--- src/rtl/infix_expression_evaluator_macros.svh ---
// Assertion macros for the infix expression evaluator.
// Used by the top level; no other dependencies.
`ifndef INFIX_EXPRESSION_EVALUATOR_MACROS_SVH
`define INFIX_EXPRESSION_EVALUATOR_MACROS_SVH

// same-cycle implication
`define IEE_ASSERT_IMP(label, clk, rst, ante, cons, msg) \
   label: assert property (@(posedge clk) disable iff (rst) (ante) |-> (cons)) \
      else $error(msg);

// next-cycle implication
`define IEE_ASSERT_NXT(label, clk, rst, ante, cons, msg) \
   label: assert property (@(posedge clk) disable iff (rst) (ante) |=> (cons)) \
      else $error(msg);

`endif

--- src/rtl/iee_pkg.sv ---
// Shared types, constants and the precedence table of the infix evaluator.
// No dependencies.
package iee_pkg;

   function automatic logic [63:0] ten_pow(input int n);
      logic [63:0] p;
      p = 64'd1;
      for (int k = 0; k < n; k++) begin
         p = p * 64'd10;
      end
      return p;
   endfunction

   localparam int VW         = 48;
   localparam int FB         = 16;
   localparam int MAX_DIGITS = 15;
   localparam logic [63:0] TEN_MAX = ten_pow(MAX_DIGITS);
   localparam int MANT_W     = $clog2(TEN_MAX);
   localparam int FD_W       = $clog2(MAX_DIGITS + 1);
   localparam int DW         = (MANT_W > VW) ? MANT_W : VW;
   localparam int NW         = DW + FB;
   localparam int PW         = 2 * DW;

   localparam logic signed [VW-1:0] VAL_MAX = {1'b0, {(VW-1){1'b1}}};
   localparam logic signed [VW-1:0] VAL_MIN = {1'b1, {(VW-1){1'b0}}};

   typedef enum logic [3:0] {
      K_DIGIT, K_POINT, K_PLUS, K_MINUS, K_TIMES, K_DIVIDE,
      K_LPAR, K_RPAR, K_EQUALS, K_CLEAR
   } kind_type;

   typedef enum logic [2:0] {
      OP_ADD, OP_SUB, OP_MUL, OP_DIV, OP_LPAR, OP_RPAR, OP_END
   } op_type;

   typedef enum logic [1:0] {REL_LT, REL_EQ, REL_GT, REL_NO} rel_type;

   typedef enum logic [1:0] {ST_OK, ST_REJECT, ST_FULL, ST_DIVZERO} status_type;

   typedef enum logic {MD_MUL, MD_DIV} mdu_mode_type;

   typedef struct packed {
      logic       take;
      logic       digit_load;
      logic       num_clear;
      logic       point_set;
      logic       clear_all;
      logic       conv_start;
      logic       conv_push;
      logic       top_read;
      logic       op_push;
      logic       op_pop;
      logic       num_pop;
      logic       num_peek;
      logic       load_a;
      logic       load_b;
      logic       alu_start;
      logic       res_push;
      logic       paren_inc;
      logic       paren_dec;
      logic       rsp_load;
      logic       rsp_valid;
      status_type code;
      op_type     tok;
   } dp_cmd_type;

   typedef struct packed {
      logic   dv_bad;
      logic   nm_ovf;
      logic   fd_full;
      logic   point;
      logic   active;
      logic   op_full;
      logic   num_full;
      logic   parens_zero;
      logic   res_rdy;
      op_type top;
   } dp_stat_type;

   // rows: stack top, columns: incoming token
   function automatic rel_type prec(input op_type top, input op_type tok);
      rel_type r;
      case (top)
         OP_ADD, OP_SUB: begin
            r = (tok == OP_MUL || tok == OP_DIV || tok == OP_LPAR) ? REL_LT : REL_GT;
         end
         OP_MUL, OP_DIV: begin
            r = (tok == OP_LPAR) ? REL_LT : REL_GT;
         end
         OP_LPAR: begin
            r = (tok == OP_RPAR) ? REL_EQ : ((tok == OP_END) ? REL_NO : REL_LT);
         end
         OP_RPAR: begin
            r = (tok == OP_LPAR) ? REL_NO : REL_GT;
         end
         OP_END: begin
            r = (tok == OP_RPAR) ? REL_NO : ((tok == OP_END) ? REL_EQ : REL_LT);
         end
         default: begin
            r = REL_NO;
         end
      endcase
      return r;
   endfunction

endpackage

--- src/rtl/iee_if.sv ---
// Request and response channel interfaces of the infix evaluator.
// Depends on iee_pkg for the value width.
interface iee_req_if;
   logic       valid;
   logic       ready;
   logic [3:0] kind;
   logic [3:0] digit_value;
   modport source (output valid, kind, digit_value, input ready);
   modport sink (input valid, kind, digit_value, output ready);
endinterface

interface iee_rsp_if;
   logic                           valid;
   logic                           ready;
   logic [1:0]                     status;
   logic                           result_valid;
   logic signed [iee_pkg::VW-1:0]  result_value;
   logic [5:0]                     open_paren_count;
   modport source (output valid, status, result_valid, result_value, open_paren_count,
                   input ready);
   modport sink (input valid, status, result_valid, result_value, open_paren_count,
                 output ready);
endinterface

--- src/rtl/iee_mdu.sv ---
// Iterative multiply / divide unit, one bit per cycle, with rounding.
// Depends on iee_pkg.
module iee_mdu (
   input  logic                       clock,
   input  logic                       reset,
   input  logic                       start,
   input  iee_pkg::mdu_mode_type      mode,
   input  logic [iee_pkg::DW-1:0]     a_in,
   input  logic [iee_pkg::DW-1:0]     b_in,
   output logic                       done,
   output logic                       ge,
   output logic [iee_pkg::VW-2:0]     mag
);
   import iee_pkg::*;

   localparam int CNT_W = $clog2(NW + 1);
   localparam logic [PW:0] HALF = (PW+1)'(1) << (FB - 1);

   logic               busy_ff;
   mdu_mode_type       mode_ff;
   logic [CNT_W-1:0]   cnt_ff;
   logic [NW-1:0]      n_ff;
   logic [DW-1:0]      d_ff;
   logic [DW-1:0]      rem_ff;
   logic [VW-1:0]      q_ff;
   logic               big_ff;
   logic [PW-1:0]      acc_ff;
   logic               done_ff;
   logic               ge_ff;
   logic [VW-2:0]      mag_ff;

   logic [DW:0]        rem2;
   logic               sub_ok;
   logic [DW-1:0]      rem_next;
   logic [PW-1:0]      acc_next;
   logic               rnd;
   logic [VW:0]        qsum;
   logic [PW:0]        rsum;
   logic [PW:0]        rsh;

   always_comb begin
      rem2     = {rem_ff, n_ff[NW-1]};
      sub_ok   = rem2 >= {1'b0, d_ff};
      rem_next = sub_ok ? DW'(rem2 - {1'b0, d_ff}) : DW'(rem2);
      acc_next = {acc_ff[PW-2:0], 1'b0} + (d_ff[DW-1] ? PW'(n_ff[DW-1:0]) : '0);
      rnd      = {rem_ff, 1'b0} >= {1'b0, d_ff};
      qsum     = {1'b0, q_ff} + (VW+1)'(rnd);
      rsum     = {1'b0, acc_ff} + HALF;
      rsh      = rsum >> FB;
   end

   always_ff @(posedge clock) begin
      if (reset) begin
         busy_ff <= 1'b0;
         done_ff <= 1'b0;
      end else begin
         done_ff <= 1'b0;
         if (start) begin
            busy_ff <= 1'b1;
            mode_ff <= mode;
            cnt_ff  <= (mode == MD_DIV) ? CNT_W'(NW) : CNT_W'(DW);
            n_ff    <= (mode == MD_DIV) ? {a_in, {FB{1'b0}}} : NW'(a_in);
            d_ff    <= b_in;
            rem_ff  <= '0;
            q_ff    <= '0;
            big_ff  <= 1'b0;
            acc_ff  <= '0;
         end else if (busy_ff) begin
            if (cnt_ff != '0) begin
               cnt_ff <= cnt_ff - 1'b1;
               if (mode_ff == MD_DIV) begin
                  rem_ff <= rem_next;
                  n_ff   <= n_ff << 1;
                  big_ff <= big_ff | q_ff[VW-1];
                  q_ff   <= {q_ff[VW-2:0], sub_ok};
               end else begin
                  acc_ff <= acc_next;
                  d_ff   <= d_ff << 1;
               end
            end else begin
               busy_ff <= 1'b0;
               done_ff <= 1'b1;
               if (mode_ff == MD_DIV) begin
                  ge_ff  <= big_ff | (|qsum[VW:VW-1]);
                  mag_ff <= qsum[VW-2:0];
               end else begin
                  ge_ff  <= |rsh[PW:VW-1];
                  mag_ff <= rsh[VW-2:0];
               end
            end
         end
      end
   end

   assign done = done_ff;
   assign ge   = ge_ff;
   assign mag  = mag_ff;

endmodule

--- src/rtl/iee_dp.sv ---
// Datapath: number entry, operator and number stacks, ALU, response register.
// Depends on iee_pkg and iee_mdu.
module iee_dp #(
   parameter int STACK_DEPTH = 32
) (
   input  logic                          clock,
   input  logic                          reset,
   input  logic [3:0]                    req_digit_value,
   input  iee_pkg::dp_cmd_type           cmd,
   output iee_pkg::dp_stat_type          stat,
   output logic [1:0]                    rsp_status,
   output logic                          rsp_result_valid,
   output logic signed [iee_pkg::VW-1:0] rsp_result_value,
   output logic [5:0]                    rsp_open_paren_count
);
   import iee_pkg::*;

   localparam int AW   = $clog2(STACK_DEPTH);
   localparam int CW   = $clog2(STACK_DEPTH + 1);
   localparam int NM_W = MANT_W + 4;

   logic [3:0]            dv_ff;
   logic [MANT_W-1:0]     mant_ff;
   logic [MANT_W-1:0]     pow_ff;
   logic [FD_W-1:0]       fd_ff;
   logic                  point_ff;
   logic                  active_ff;
   logic [CW-1:0]         opc_ff;
   logic [CW-1:0]         numc_ff;
   logic [CW-1:0]         parens_ff;
   op_type                op_mem [STACK_DEPTH];
   op_type                op_rd_ff;
   logic signed [VW-1:0]  num_mem [STACK_DEPTH];
   logic signed [VW-1:0]  num_rd_ff;
   logic                  empty_ff;
   logic signed [VW-1:0]  a_ff;
   logic signed [VW-1:0]  b_ff;
   logic signed [VW-1:0]  res_ff;
   logic                  res_rdy_ff;
   logic                  neg_ff;
   logic                  dz_ff;
   status_type            st_ff;
   logic                  rv_ff;
   logic signed [VW-1:0]  val_ff;
   logic [5:0]            par_out_ff;

   logic [NM_W-1:0]       nm;
   op_type                top;
   logic [VW-1:0]         mag_a;
   logic [VW-1:0]         mag_b;
   logic signed [VW:0]    sum_add;
   logic signed [VW:0]    sum_sub;
   logic signed [VW-1:0]  sat_add;
   logic signed [VW-1:0]  sat_sub;
   logic signed [VW-1:0]  dz_val;
   logic                  push_en;
   logic                  mdu_start;
   mdu_mode_type          mdu_mode;
   logic [DW-1:0]         mdu_a;
   logic [DW-1:0]         mdu_b;
   logic                  mdu_done;
   logic                  mdu_ge;
   logic [VW-2:0]         mdu_mag;
   logic signed [VW-1:0]  clamped;

   always_comb begin
      nm      = (NM_W'(mant_ff) << 3) + (NM_W'(mant_ff) << 1) + NM_W'(dv_ff);
      top     = (opc_ff == CW'(1)) ? OP_END : op_rd_ff;
      mag_a   = a_ff[VW-1] ? (~a_ff + 1'b1) : a_ff;
      mag_b   = b_ff[VW-1] ? (~b_ff + 1'b1) : b_ff;
      sum_add = {a_ff[VW-1], a_ff} + {b_ff[VW-1], b_ff};
      sum_sub = {a_ff[VW-1], a_ff} - {b_ff[VW-1], b_ff};
      sat_add = (sum_add[VW] != sum_add[VW-1]) ? (sum_add[VW] ? VAL_MIN : VAL_MAX)
                                               : sum_add[VW-1:0];
      sat_sub = (sum_sub[VW] != sum_sub[VW-1]) ? (sum_sub[VW] ? VAL_MIN : VAL_MAX)
                                               : sum_sub[VW-1:0];
      dz_val  = (a_ff == '0) ? '0 : (a_ff[VW-1] ? VAL_MIN : VAL_MAX);
      push_en = cmd.conv_push | cmd.res_push;
      mdu_start = cmd.conv_start |
                  (cmd.alu_start && (top == OP_MUL || (top == OP_DIV && b_ff != '0)));
      mdu_mode  = (cmd.conv_start || top == OP_DIV) ? MD_DIV : MD_MUL;
      mdu_a     = cmd.conv_start ? DW'(mant_ff) : DW'(mag_a);
      mdu_b     = cmd.conv_start ? DW'(pow_ff) : DW'(mag_b);
      if (neg_ff) begin
         clamped = mdu_ge ? VAL_MIN : -$signed({1'b0, mdu_mag});
      end else begin
         clamped = mdu_ge ? VAL_MAX : $signed({1'b0, mdu_mag});
      end
   end

   always_comb begin
      stat.dv_bad      = dv_ff > 4'd9;
      stat.nm_ovf      = nm >= NM_W'(TEN_MAX);
      stat.fd_full     = point_ff && (fd_ff >= FD_W'(MAX_DIGITS));
      stat.point       = point_ff;
      stat.active      = active_ff;
      stat.op_full     = opc_ff == CW'(STACK_DEPTH);
      stat.num_full    = active_ff && (numc_ff == CW'(STACK_DEPTH));
      stat.parens_zero = parens_ff == '0;
      stat.res_rdy     = res_rdy_ff;
      stat.top         = top;
   end

   iee_mdu u_mdu (
      .clock (clock),
      .reset (reset),
      .start (mdu_start),
      .mode  (mdu_mode),
      .a_in  (mdu_a),
      .b_in  (mdu_b),
      .done  (mdu_done),
      .ge    (mdu_ge),
      .mag   (mdu_mag)
   );

   // number entry and counters
   always_ff @(posedge clock) begin
      if (reset || cmd.clear_all) begin
         mant_ff   <= '0;
         pow_ff    <= MANT_W'(1);
         fd_ff     <= '0;
         point_ff  <= 1'b0;
         active_ff <= 1'b0;
         opc_ff    <= CW'(1);
         numc_ff   <= '0;
         parens_ff <= '0;
      end else begin
         if (cmd.digit_load) begin
            mant_ff   <= MANT_W'(nm);
            active_ff <= 1'b1;
            if (point_ff) begin
               fd_ff  <= fd_ff + 1'b1;
               pow_ff <= MANT_W'((pow_ff << 3) + (pow_ff << 1));
            end
         end
         if (cmd.point_set) begin
            point_ff <= 1'b1;
         end
         if (cmd.conv_push) begin
            mant_ff   <= '0;
            pow_ff    <= MANT_W'(1);
            fd_ff     <= '0;
            point_ff  <= 1'b0;
            active_ff <= 1'b0;
         end
         if (cmd.num_clear) begin
            numc_ff <= '0;
         end else if (push_en && numc_ff != CW'(STACK_DEPTH)) begin
            numc_ff <= numc_ff + 1'b1;
         end else if (cmd.num_pop && numc_ff != '0) begin
            numc_ff <= numc_ff - 1'b1;
         end
         if (cmd.op_push && opc_ff != CW'(STACK_DEPTH)) begin
            opc_ff <= opc_ff + 1'b1;
         end else if (cmd.op_pop && opc_ff > CW'(1)) begin
            opc_ff <= opc_ff - 1'b1;
         end
         if (cmd.paren_inc) begin
            parens_ff <= parens_ff + 1'b1;
         end else if (cmd.paren_dec) begin
            parens_ff <= parens_ff - 1'b1;
         end
      end
   end

   always_ff @(posedge clock) begin
      if (cmd.op_push && opc_ff != CW'(STACK_DEPTH)) begin
         op_mem[opc_ff[AW-1:0]] <= cmd.tok;
      end
      if (cmd.top_read) begin
         op_rd_ff <= op_mem[AW'(opc_ff - 1'b1)];
      end
   end

   always_ff @(posedge clock) begin
      if (push_en && numc_ff != CW'(STACK_DEPTH)) begin
         num_mem[numc_ff[AW-1:0]] <= res_ff;
      end
      if (cmd.num_pop || cmd.num_peek) begin
         num_rd_ff <= num_mem[AW'(numc_ff - 1'b1)];
         empty_ff  <= numc_ff == '0;
      end
   end

   always_ff @(posedge clock) begin
      if (cmd.take) begin
         dv_ff <= req_digit_value;
      end
      if (cmd.load_b) begin
         b_ff <= empty_ff ? '0 : num_rd_ff;
      end
      if (cmd.load_a) begin
         a_ff <= empty_ff ? '0 : num_rd_ff;
      end
   end

   always_ff @(posedge clock) begin
      if (reset) begin
         res_rdy_ff <= 1'b0;
         dz_ff      <= 1'b0;
      end else begin
         if (cmd.take) begin
            dz_ff <= 1'b0;
         end
         if (cmd.conv_start) begin
            neg_ff     <= 1'b0;
            res_rdy_ff <= 1'b0;
         end
         if (cmd.alu_start) begin
            neg_ff <= a_ff[VW-1] ^ b_ff[VW-1];
            case (top)
               OP_ADD: begin
                  res_ff     <= sat_add;
                  res_rdy_ff <= 1'b1;
               end
               OP_SUB: begin
                  res_ff     <= sat_sub;
                  res_rdy_ff <= 1'b1;
               end
               OP_DIV: begin
                  if (b_ff == '0) begin
                     res_ff     <= dz_val;
                     res_rdy_ff <= 1'b1;
                     dz_ff      <= 1'b1;
                  end
               end
               default: begin
               end
            endcase
         end
         if (mdu_done) begin
            res_ff     <= clamped;
            res_rdy_ff <= 1'b1;
         end
         if (push_en) begin
            res_rdy_ff <= 1'b0;
         end
      end
   end

   always_ff @(posedge clock) begin
      if (cmd.rsp_load) begin
         st_ff      <= (cmd.code == ST_OK && dz_ff) ? ST_DIVZERO : cmd.code;
         rv_ff      <= cmd.rsp_valid;
         val_ff     <= (cmd.rsp_valid && !empty_ff) ? num_rd_ff : '0;
         par_out_ff <= 6'(parens_ff);
      end
   end

   assign rsp_status           = st_ff;
   assign rsp_result_valid     = rv_ff;
   assign rsp_result_value     = val_ff;
   assign rsp_open_paren_count = par_out_ff;

endmodule

--- src/rtl/iee_ctrl.sv ---
// Controller: token checks and the precedence reduction sequencer.
// Depends on iee_pkg; drives iee_dp through command and status structs.
module iee_ctrl (
   input  logic                  clock,
   input  logic                  reset,
   input  logic                  req_valid,
   input  logic [3:0]            req_kind,
   output logic                  req_ready,
   input  logic                  rsp_ready,
   output logic                  rsp_valid,
   input  iee_pkg::dp_stat_type  stat,
   output iee_pkg::dp_cmd_type   cmd
);
   import iee_pkg::*;

   typedef enum logic [3:0] {
      S_IDLE, S_CHECK, S_FLUSH, S_CONV_WAIT, S_TOP, S_DECIDE, S_POP_B, S_LOAD_B,
      S_POP_A, S_LOAD_A, S_APPLY, S_RES_WAIT, S_PEEK, S_FINISH
   } state_type;

   typedef enum logic [2:0] {
      C_NONE, C_NUM, C_POINT, C_OP, C_LEFT, C_RIGHT, C_EQ
   } cls_type;

   state_type  state_ff, state_in;
   kind_type   kind_ff, kind_in;
   cls_type    cls_ff, cls_in;
   op_type     tok_ff, tok_in;
   status_type code_ff, code_in;
   logic       valid_ff, valid_in;
   logic       rsp_valid_ff, rsp_valid_in;
   logic       after_val;
   rel_type    rel;

   always_comb begin
      after_val    = cls_ff == C_NUM || cls_ff == C_RIGHT || cls_ff == C_EQ;
      rel          = prec(stat.top, tok_ff);
      state_in     = state_ff;
      kind_in      = kind_ff;
      cls_in       = cls_ff;
      tok_in       = tok_ff;
      code_in      = code_ff;
      valid_in     = valid_ff;
      rsp_valid_in = rsp_valid_ff && !rsp_ready;
      cmd          = '0;
      cmd.code     = code_ff;
      cmd.rsp_valid = valid_ff;
      cmd.tok      = tok_ff;
      case (state_ff)
         S_IDLE: begin
            if (req_valid) begin
               cmd.take = 1'b1;
               kind_in  = kind_type'(req_kind);
               code_in  = ST_OK;
               valid_in = 1'b0;
               state_in = S_CHECK;
            end
         end
         S_CHECK: begin
            state_in = S_FINISH;
            case (kind_ff)
               K_DIGIT: begin
                  if (cls_ff == C_RIGHT || stat.dv_bad || stat.nm_ovf || stat.fd_full) begin
                     code_in = ST_REJECT;
                  end else begin
                     cmd.digit_load = 1'b1;
                     cmd.num_clear  = cls_ff == C_EQ;
                     cls_in         = C_NUM;
                  end
               end
               K_POINT: begin
                  if (cls_ff != C_NUM || stat.point) begin
                     code_in = ST_REJECT;
                  end else begin
                     cmd.point_set = 1'b1;
                     cls_in        = C_POINT;
                  end
               end
               K_PLUS, K_MINUS, K_TIMES, K_DIVIDE: begin
                  if (!after_val) begin
                     code_in = ST_REJECT;
                  end else if (stat.num_full || stat.op_full) begin
                     code_in = ST_FULL;
                  end else begin
                     tok_in   = op_type'(3'(kind_ff) - 3'd2);
                     cls_in   = C_OP;
                     state_in = S_FLUSH;
                  end
               end
               K_LPAR: begin
                  if (cls_ff == C_NUM || cls_ff == C_POINT || after_val) begin
                     code_in = ST_REJECT;
                  end else if (stat.op_full) begin
                     code_in = ST_FULL;
                  end else begin
                     tok_in        = OP_LPAR;
                     cls_in        = C_LEFT;
                     cmd.paren_inc = 1'b1;
                     state_in      = S_TOP;
                  end
               end
               K_RPAR: begin
                  if ((cls_ff != C_NUM && cls_ff != C_RIGHT) || stat.parens_zero) begin
                     code_in = ST_REJECT;
                  end else if (stat.num_full) begin
                     code_in = ST_FULL;
                  end else begin
                     tok_in        = OP_RPAR;
                     cls_in        = C_RIGHT;
                     cmd.paren_dec = 1'b1;
                     state_in      = S_FLUSH;
                  end
               end
               K_EQUALS: begin
                  if (!after_val || !stat.parens_zero) begin
                     code_in = ST_REJECT;
                  end else if (stat.num_full) begin
                     code_in = ST_FULL;
                  end else begin
                     tok_in   = OP_END;
                     cls_in   = C_EQ;
                     valid_in = 1'b1;
                     state_in = S_FLUSH;
                  end
               end
               K_CLEAR: begin
                  cmd.clear_all = 1'b1;
                  cls_in        = C_NONE;
               end
               default: begin
                  code_in = ST_REJECT;
               end
            endcase
         end
         S_FLUSH: begin
            if (stat.active) begin
               cmd.conv_start = 1'b1;
               state_in       = S_CONV_WAIT;
            end else begin
               state_in = S_TOP;
            end
         end
         S_CONV_WAIT: begin
            if (stat.res_rdy) begin
               cmd.conv_push = 1'b1;
               state_in      = S_TOP;
            end
         end
         S_TOP: begin
            cmd.top_read = 1'b1;
            state_in     = S_DECIDE;
         end
         S_DECIDE: begin
            state_in = (tok_ff == OP_END) ? S_PEEK : S_FINISH;
            if (!(tok_ff == OP_END && stat.top == OP_END)) begin
               case (rel)
                  REL_LT: cmd.op_push = 1'b1;
                  REL_EQ: cmd.op_pop = 1'b1;
                  REL_GT: state_in = S_POP_B;
                  default: begin
                  end
               endcase
            end
         end
         S_POP_B: begin
            cmd.num_pop = 1'b1;
            state_in    = S_LOAD_B;
         end
         S_LOAD_B: begin
            cmd.load_b = 1'b1;
            state_in   = S_POP_A;
         end
         S_POP_A: begin
            cmd.num_pop = 1'b1;
            state_in    = S_LOAD_A;
         end
         S_LOAD_A: begin
            cmd.load_a = 1'b1;
            state_in   = S_APPLY;
         end
         S_APPLY: begin
            cmd.alu_start = 1'b1;
            cmd.op_pop    = 1'b1;
            state_in      = S_RES_WAIT;
         end
         S_RES_WAIT: begin
            if (stat.res_rdy) begin
               cmd.res_push = 1'b1;
               state_in     = S_TOP;
            end
         end
         S_PEEK: begin
            cmd.num_peek = 1'b1;
            state_in     = S_FINISH;
         end
         S_FINISH: begin
            if (!rsp_valid_ff || rsp_ready) begin
               cmd.rsp_load = 1'b1;
               rsp_valid_in = 1'b1;
               state_in     = S_IDLE;
            end
         end
         default: begin
            state_in = S_IDLE;
         end
      endcase
   end

   always_ff @(posedge clock) begin
      if (reset) begin
         state_ff     <= S_IDLE;
         cls_ff       <= C_NONE;
         rsp_valid_ff <= 1'b0;
         kind_ff      <= K_CLEAR;
         tok_ff       <= OP_END;
         code_ff      <= ST_OK;
         valid_ff     <= 1'b0;
      end else begin
         state_ff     <= state_in;
         cls_ff       <= cls_in;
         rsp_valid_ff <= rsp_valid_in;
         kind_ff      <= kind_in;
         tok_ff       <= tok_in;
         code_ff      <= code_in;
         valid_ff     <= valid_in;
      end
   end

   assign req_ready = state_ff == S_IDLE;
   assign rsp_valid = rsp_valid_ff;

endmodule

--- src/rtl/infix_expression_evaluator.sv ---
// Infix calculator core: keypad tokens in, one response per token out.
// Requests take a token kind and digit value; every request yields exactly one
// response with status, result flag, fixed-point value (16 fraction bits) and
// the count of open left parentheses.
// One request is worked at a time. Digits, points, clear and rejected tokens
// go from the check straight to the finish state. An operator, right
// parenthesis or equals first converts the pending number (bit-serial divider),
// then runs the precedence reductions, one operator at a time; the conversion,
// multiply and divide share the one-bit-per-cycle multiply/divide unit, and add
// and subtract are done in the ALU. A long chain of pending reductions takes longer.
// The response sits in an output register: the next request is accepted while
// it waits, and a stalled receiver holds the next token in its finish state.
// Synchronous reset empties both stacks and the number entry; no clearing pass.
// Depends on iee_pkg, iee_if, iee_ctrl, iee_dp and the assertion macros.
`include "infix_expression_evaluator_macros.svh"

module infix_expression_evaluator #(
   parameter int STACK_DEPTH = 32
) (
   input logic      clock,
   input logic      reset,
   iee_req_if.sink  req_if,
   iee_rsp_if.source rsp_if
);
   import iee_pkg::*;

   dp_cmd_type  cmd;
   dp_stat_type stat;

   iee_ctrl u_ctrl (
      .clock     (clock),
      .reset     (reset),
      .req_valid (req_if.valid),
      .req_kind  (req_if.kind),
      .req_ready (req_if.ready),
      .rsp_ready (rsp_if.ready),
      .rsp_valid (rsp_if.valid),
      .stat      (stat),
      .cmd       (cmd)
   );

   iee_dp #(
      .STACK_DEPTH (STACK_DEPTH)
   ) u_dp (
      .clock                (clock),
      .reset                (reset),
      .req_digit_value      (req_if.digit_value),
      .cmd                  (cmd),
      .stat                 (stat),
      .rsp_status           (rsp_if.status),
      .rsp_result_valid     (rsp_if.result_valid),
      .rsp_result_value     (rsp_if.result_value),
      .rsp_open_paren_count (rsp_if.open_paren_count)
   );

   `IEE_ASSERT_NXT(a_one_request, clock, reset, req_if.valid && req_if.ready, !req_if.ready, "request taken while busy")
   `IEE_ASSERT_IMP(a_result_status, clock, reset, rsp_if.valid && rsp_if.result_valid, rsp_if.status == ST_OK || rsp_if.status == ST_DIVZERO, "result flagged with bad status")
   `IEE_ASSERT_IMP(a_value_zero, clock, reset, rsp_if.valid && !rsp_if.result_valid, rsp_if.result_value == '0, "value without result")

endmodule

--- src/flat_wrapper.sv ---
// flat-port wrapper written by rule: the top's interface ports become plain ports
module infix_expression_evaluator_flat import iee_pkg::*;
#(
   parameter int STACK_DEPTH = 32
)
  (clock, reset, req_if_valid, req_if_kind, req_if_digit_value, req_if_ready, rsp_if_valid, rsp_if_status, rsp_if_result_valid, rsp_if_result_value, rsp_if_open_paren_count, rsp_if_ready);
  iee_req_if req_if_i ();
  iee_rsp_if rsp_if_i ();
  input logic clock;
  input logic reset;
  input wire logic [$bits(req_if_i.valid)-1:0] req_if_valid;
  input wire logic [$bits(req_if_i.kind)-1:0] req_if_kind;
  input wire logic [$bits(req_if_i.digit_value)-1:0] req_if_digit_value;
  output wire logic [$bits(req_if_i.ready)-1:0] req_if_ready;
  output wire logic [$bits(rsp_if_i.valid)-1:0] rsp_if_valid;
  output wire logic [$bits(rsp_if_i.status)-1:0] rsp_if_status;
  output wire logic [$bits(rsp_if_i.result_valid)-1:0] rsp_if_result_valid;
  output wire logic [$bits(rsp_if_i.result_value)-1:0] rsp_if_result_value;
  output wire logic [$bits(rsp_if_i.open_paren_count)-1:0] rsp_if_open_paren_count;
  input wire logic [$bits(rsp_if_i.ready)-1:0] rsp_if_ready;
  assign req_if_i.valid = req_if_valid;
  assign req_if_i.kind = req_if_kind;
  assign req_if_i.digit_value = req_if_digit_value;
  assign req_if_ready = req_if_i.ready;
  assign rsp_if_valid = rsp_if_i.valid;
  assign rsp_if_status = rsp_if_i.status;
  assign rsp_if_result_valid = rsp_if_i.result_valid;
  assign rsp_if_result_value = rsp_if_i.result_value;
  assign rsp_if_open_paren_count = rsp_if_i.open_paren_count;
  assign rsp_if_i.ready = rsp_if_ready;
  infix_expression_evaluator #(.STACK_DEPTH(STACK_DEPTH)) u_core (.clock(clock), .reset(reset), .req_if(req_if_i), .rsp_if(rsp_if_i));
endmodule
--- config.mk ---
export PLATFORM = sky130hd
export DESIGN_NAME = infix_expression_evaluator_flat
export DESIGN_NICKNAME = d
export VERILOG_FILES = /design/src/rtl/iee_pkg.sv /design/src/rtl/iee_if.sv /design/src/rtl/iee_mdu.sv /design/src/rtl/iee_dp.sv /design/src/rtl/iee_ctrl.sv /design/src/rtl/infix_expression_evaluator.sv /design/src/flat_wrapper.sv
export VERILOG_INCLUDE_DIRS = /design/src /design/src/rtl
export SDC_FILE = /design/constraint.sdc
export NUM_CORES = 2
export LEC_CHECK = 0
export BUFFER_PORTS_ARGS = -buffer_cell sky130_fd_sc_hd__buf_2
export CAP_MARGIN = 15
export CORE_MARGIN = 2
export CORE_UTILIZATION = 45
export DETAILED_ROUTE_END_ITERATION = 8
export GPL_TIMING_DRIVEN = 0
export PLACE_DENSITY = 0.62
export SETUP_SLACK_MARGIN = 0.5
export SYNTH_ARGS = -nofsm -noshare
export SYNTH_HDL_FRONTEND = slang
export SYNTH_SLANG_ARGS = --single-unit
--- constraint.sdc ---
create_clock -name clock -period 19.7 [get_ports clock]
set_input_delay 2.955 -clock clock [delete_from_list [all_inputs] [get_ports clock]]
set_output_delay 2.955 -clock clock [all_outputs]
set_load 0.01 [all_outputs]
==> impl_metrics.csv <==
group,metric,value,unit
worst_setup_path,cpMostUsedCell,"nand2_1",
placement,dp_hpwl,291000,um
clocking,cts_buffers,269,
floorplanning,die_h,520,um
power,swShare,24.0,%
finish,regArea,0.0708,sq mm
routing,vias,81640,
floorplanning,die_area,0.270,sq mm
worst_setup_path,critPathCaptureType,"flop",
grt,grt_max_degree,63,
logic_synthesis,ys_seq_area_share,59.2,%
logic_synthesis,synth-warning-count,0,
logic_synthesis,syn_nets,9374,
placement,place_worst_setup_slack,11.97,ns
power,seq_power_share,49.5,%
hold_path,min_path_type,"flop to flop",
worst_setup_path,critPathMaxStageDelay,0.79,ns
timing,max_freq,139,MHz
clocking,clk_latency,0.93,ns
clocking,path_clk_slew,0.06,ns
finish,syn_to_final_growth,13.5,%
finish,layout_common_cells,"2261 x edfxtp_1, 638 x nor2_1, 610 x nand2_1",
floorplanning,core_area,0.265,sq mm
floorplanning,num_rows,189,
power,peakVddDrop,0.0882,mV
finish,finalInstanceArea,0.136,sq mm
routing,firstDrtPassIters,8,
worst_setup_path,r2r_setup_slack,12.51,ns
finish,fillCellCount,22474,
grt,gr-total-overflow,0,
worst_setup_path,r2r-end,"u_core.u_dp.u_mdu.ge",
floorplanning,start_util,45.2,%
worst_setup_path,cp-start-kind,"flop",
routing,wl_per_cell,29.6,um
timing,drv_slew,0,
clocking,hold_buffers,0,
routing,via_per_inst,6.18,
clocking,cts_tree,"built",
worst_setup_path,crit_path_top_delay_cell,"o21ai_1",
worst_setup_path,required,20.27,ns
routing,ant_nets,0,
worst_setup_path,worst_r2r_path_depth,21,
logic_synthesis,synth_cell_types,111,
floorplanning,pin_count,71,
grt,grt_pass1_wl,561000,um
timing,max_slew_margin,13.3,%
worst_setup_path,cp.arrival,7.75,ns
grt,grt_usage,28.3,%
logic_synthesis,synth-seq-cells,2407,
timing,rsz0062_at_grt,"no",
logic_synthesis,synth_ff_type,"edfxtp_1",
worst_setup_path,r2r_start,"u_core.u_dp.u_mdu.d_ff[49]",
finish,multiInputGateArea,0.0463,sq mm
finish,post_route_cells_drive_above_1_share,13.7,%
grt,grt_antenna_before_repair,27,
power,power.share.clock,43.9,%
worst_setup_path,path_cells,"clkbuf_1 > inv_1 > ha_1 > nand4_1 > inv_1 > nand2_1 > nor4_1 > nand2_1 > o21ai_1 > ha_1 > and3_1 > nand2_1 > nor2_1 > and3_1 > clkbuf_1 > nand3_1 > nor4_1 > and3b_1 > o21ai_0 > and3b_1 > a31oi_1",
clocking,cts_setup_buffers,0,
power,p_comb_share,6.6,%
routing,drc,0,
timing,setup_viol,0,
clocking,ctsHtreeMaxLevel,5,
job,cap_violations,0,
clocking,root_buffer,"clkbuf_16",
hold_path,holdPathEnd,"u_core.u_dp.pow_ff[49]",
finish,num-nets-final,9839,
grt,grt_pass1_vias,80335,
power,p_sw,0.00274,W
placement,place_congestion,1.00,
logic_synthesis,synthArstFlopShare,0,%
hold_path,min_from,"u_core.u_dp.pow_ff[49]",
finish,layout_commonest_cell,"edfxtp_1",
routing,drt_first_iter_violations,9449,
timing,period_share,36.5,%
power,power_density,84.1,mW/mm^2
routing,wl,391000,um
power,internal_power,0.00868,W
logic_synthesis,syn_area_per_cell,13.3,sq um
timing,finalCriticalPeriod,7.19,ns
placement,portBuffers,70,
placement,placed_cells,12711,
clocking,cts.sinks,2407,
timing,worstMarginPinSlew,1.30,ns
timing,fin_skew,0.0939,ns
power,power.total,0.0114,W
logic_synthesis,synth_area,0.120,sq mm
timing,hold_viol,0,
worst_setup_path,critPathKind,"flop to flop",
floorplanning,die_x,520,um
timing,setup_ws,12.51,ns
outcome,status,"finished clean",
worst_setup_path,cp_max_fo,10,
logic_synthesis,synth_cells,8993,
clocking,clockBufferDepth,4,
placement,placed_area,0.127,sq mm
clocking,post_cts_resize_count,0,
finish,finalNonFillerCells,13217,
logic_synthesis,synth_edf_count,2261,
power,p_leak,45.0,nW
hold_path,hold_path_depth,2,
-- area by class of cell --
type / instances / share of cell area (%)
diodes: 11 / 0.0203
plain buffers: 484 / 1.42
clock buffers: 329 / 5.23
clock inverters: 157 / 1.20
inverters: 251 / 0.694
multi-input cells: 5851 / 34.1
flip-flops and latches: 2407 / 52.2
well taps: 3533 / 3.26
repair buffers: 194 / 1.94
-- synthesized netlist by cell type (27+ instances only) --
library cell  number  area share, %
o21bai_1          57           0.36
nand2b_1          71           0.37
a22oi_1           27           0.17
a31oi_1           61           0.32
mux2i_1           79           0.66
o21a_1            63           0.40
nand2_1          610            1.9
or2_2             33           0.17
clkbuf_1         364            1.1
nor3_1           147           0.62
nand4_1          126           0.66
o31ai_1          105           0.66
or3_1             69           0.36
nor4_1            52           0.27
and3_1            83           0.43
buf_2             37           0.15
and2_1           175           0.92
xnor2_1          275            2.0
o21ai_0          417            1.7
a21oi_1          552            2.3
ha_1             361            3.8
buf_1             72           0.23
nor2b_1          105           0.55
o211ai_1          84           0.53
mux2_2            56           0.53
o41ai_1           28           0.21
a21o_1           156           0.98
a211oi_1          45           0.28
inv_1            250           0.78
dfxtp_1          146            2.4
edfxtp_1        2261             57
xor2_1           188            1.4
nor2_1           670            2.1
nand3_1          205           0.86
or4_1             47           0.29
nor3b_1           53           0.33
mux4_2           510            9.6
-- through the flow --
| stage | util [%] | hold WS [ns] | TNS [ns] |
|---|---|---|---|
| global placement | 47.0 | 0.451 | -535.63 |
| finish | 51.3 | 0.469 | 0 |
| global route | 51.3 | 0.505 | 0 |
| CTS | 51.2 | 0.466 | 0 |
| floorplan | - | 0.436 | 0 |
| detailed placement | 47.9 | 0.460 | 0 |
-- flip-flops by register name (all words and copies together), names as in the netlist, 7 cells and up --
register / count
u_core.u_dp.u_mdu.rem_ff: 50
u_core.u_dp.num_mem: 1536
u_core.u_dp.u_mdu.q_ff: 48
u_core.u_dp.u_mdu.n_ff: 66
u_core.u_dp.op_mem: 96
u_core.u_dp.res_ff: 48
u_core.u_dp.num_rd_ff: 48
u_core.u_dp.rsp_result_value: 48
u_core.u_dp.u_mdu.mag: 47
u_core.u_dp.pow_ff: 50
u_core.u_dp.u_mdu.acc_ff: 100
u_core.u_dp.b_ff: 48
u_core.u_dp.u_mdu.d_ff: 50
u_core.u_dp.a_ff: 48
u_core.u_dp.u_mdu.cnt_ff: 7
u_core.u_dp.mant_ff: 50
-- per-layer routing --
metal	track usage, %	wire, um	vias up
li1	-	-	35699
met1	37.0	155000	41270
met2	46.6	186000	3799
met3	4.29	28900	858
met4	13.2	21200	14
met5	0	102	-
-- power groups by stage --
stage	logic (W)	clock network (W)	registers, W
3_3_place_gp	0.000708	0	0.00577
6_report	0.000749	0.00502	0.00566
4_1_cts	0.000731	0.00508	0.00565
2_1_floorplan	0.000419	0	0.00573
3_5_place_dp	0.000726	0	0.00576
5_1_grt	0.000790	0.00526	0.00566
-- kinds of logic after synthesis --
group                    synth area share, %
buffers and inverters                   2.40
AO/OA/AOI/OAI                           9.78
multiplexers                            10.8
flip-flops                              59.2
XOR/XNOR                                3.40
AND/OR/NAND/NOR                         10.5
adder cells (fa/ha/maj)                 3.91
-- how the worst max path moves through the flow --
| stage | to | start | cells after the start | slack (ns) |
|---|---|---|---|---|
| final | u_core.u_dp.u_mdu.ge | u_core.u_dp.u_mdu.d_ff[49] | 21 | 12.51 |
| after global routing | u_core.u_dp.u_mdu.ge | u_core.u_dp.u_mdu.d_ff[49] | 21 | 12.33 |
| after CTS | u_core.u_dp.num_rd_ff[5] | u_core.u_dp.numc_ff[0] | 12 | 11.87 |
| after detailed placement | u_core.u_dp.num_rd_ff[5] | u_core.u_dp.numc_ff[0] | 12 | 11.97 |
| after global placement | u_core.u_dp.u_mdu.d_ff[28] | u_core.u_dp.b_ff[1] | 12 | -3.59 |
| after floorplan | u_core.u_dp.u_mdu.acc_ff[0] | reset | 3 | 4.30 |
-- worst max-delay path, delay by kind of cell, from the launching register on --
family          cells  cell delay (ns)
flops               1             0.75
fa+ha+maj           2             0.71
buf+inv             4             1.14
simple gates       12             2.89
compound gates      3             1.40
Note: power is estimated with default switching activity, not from simulation.
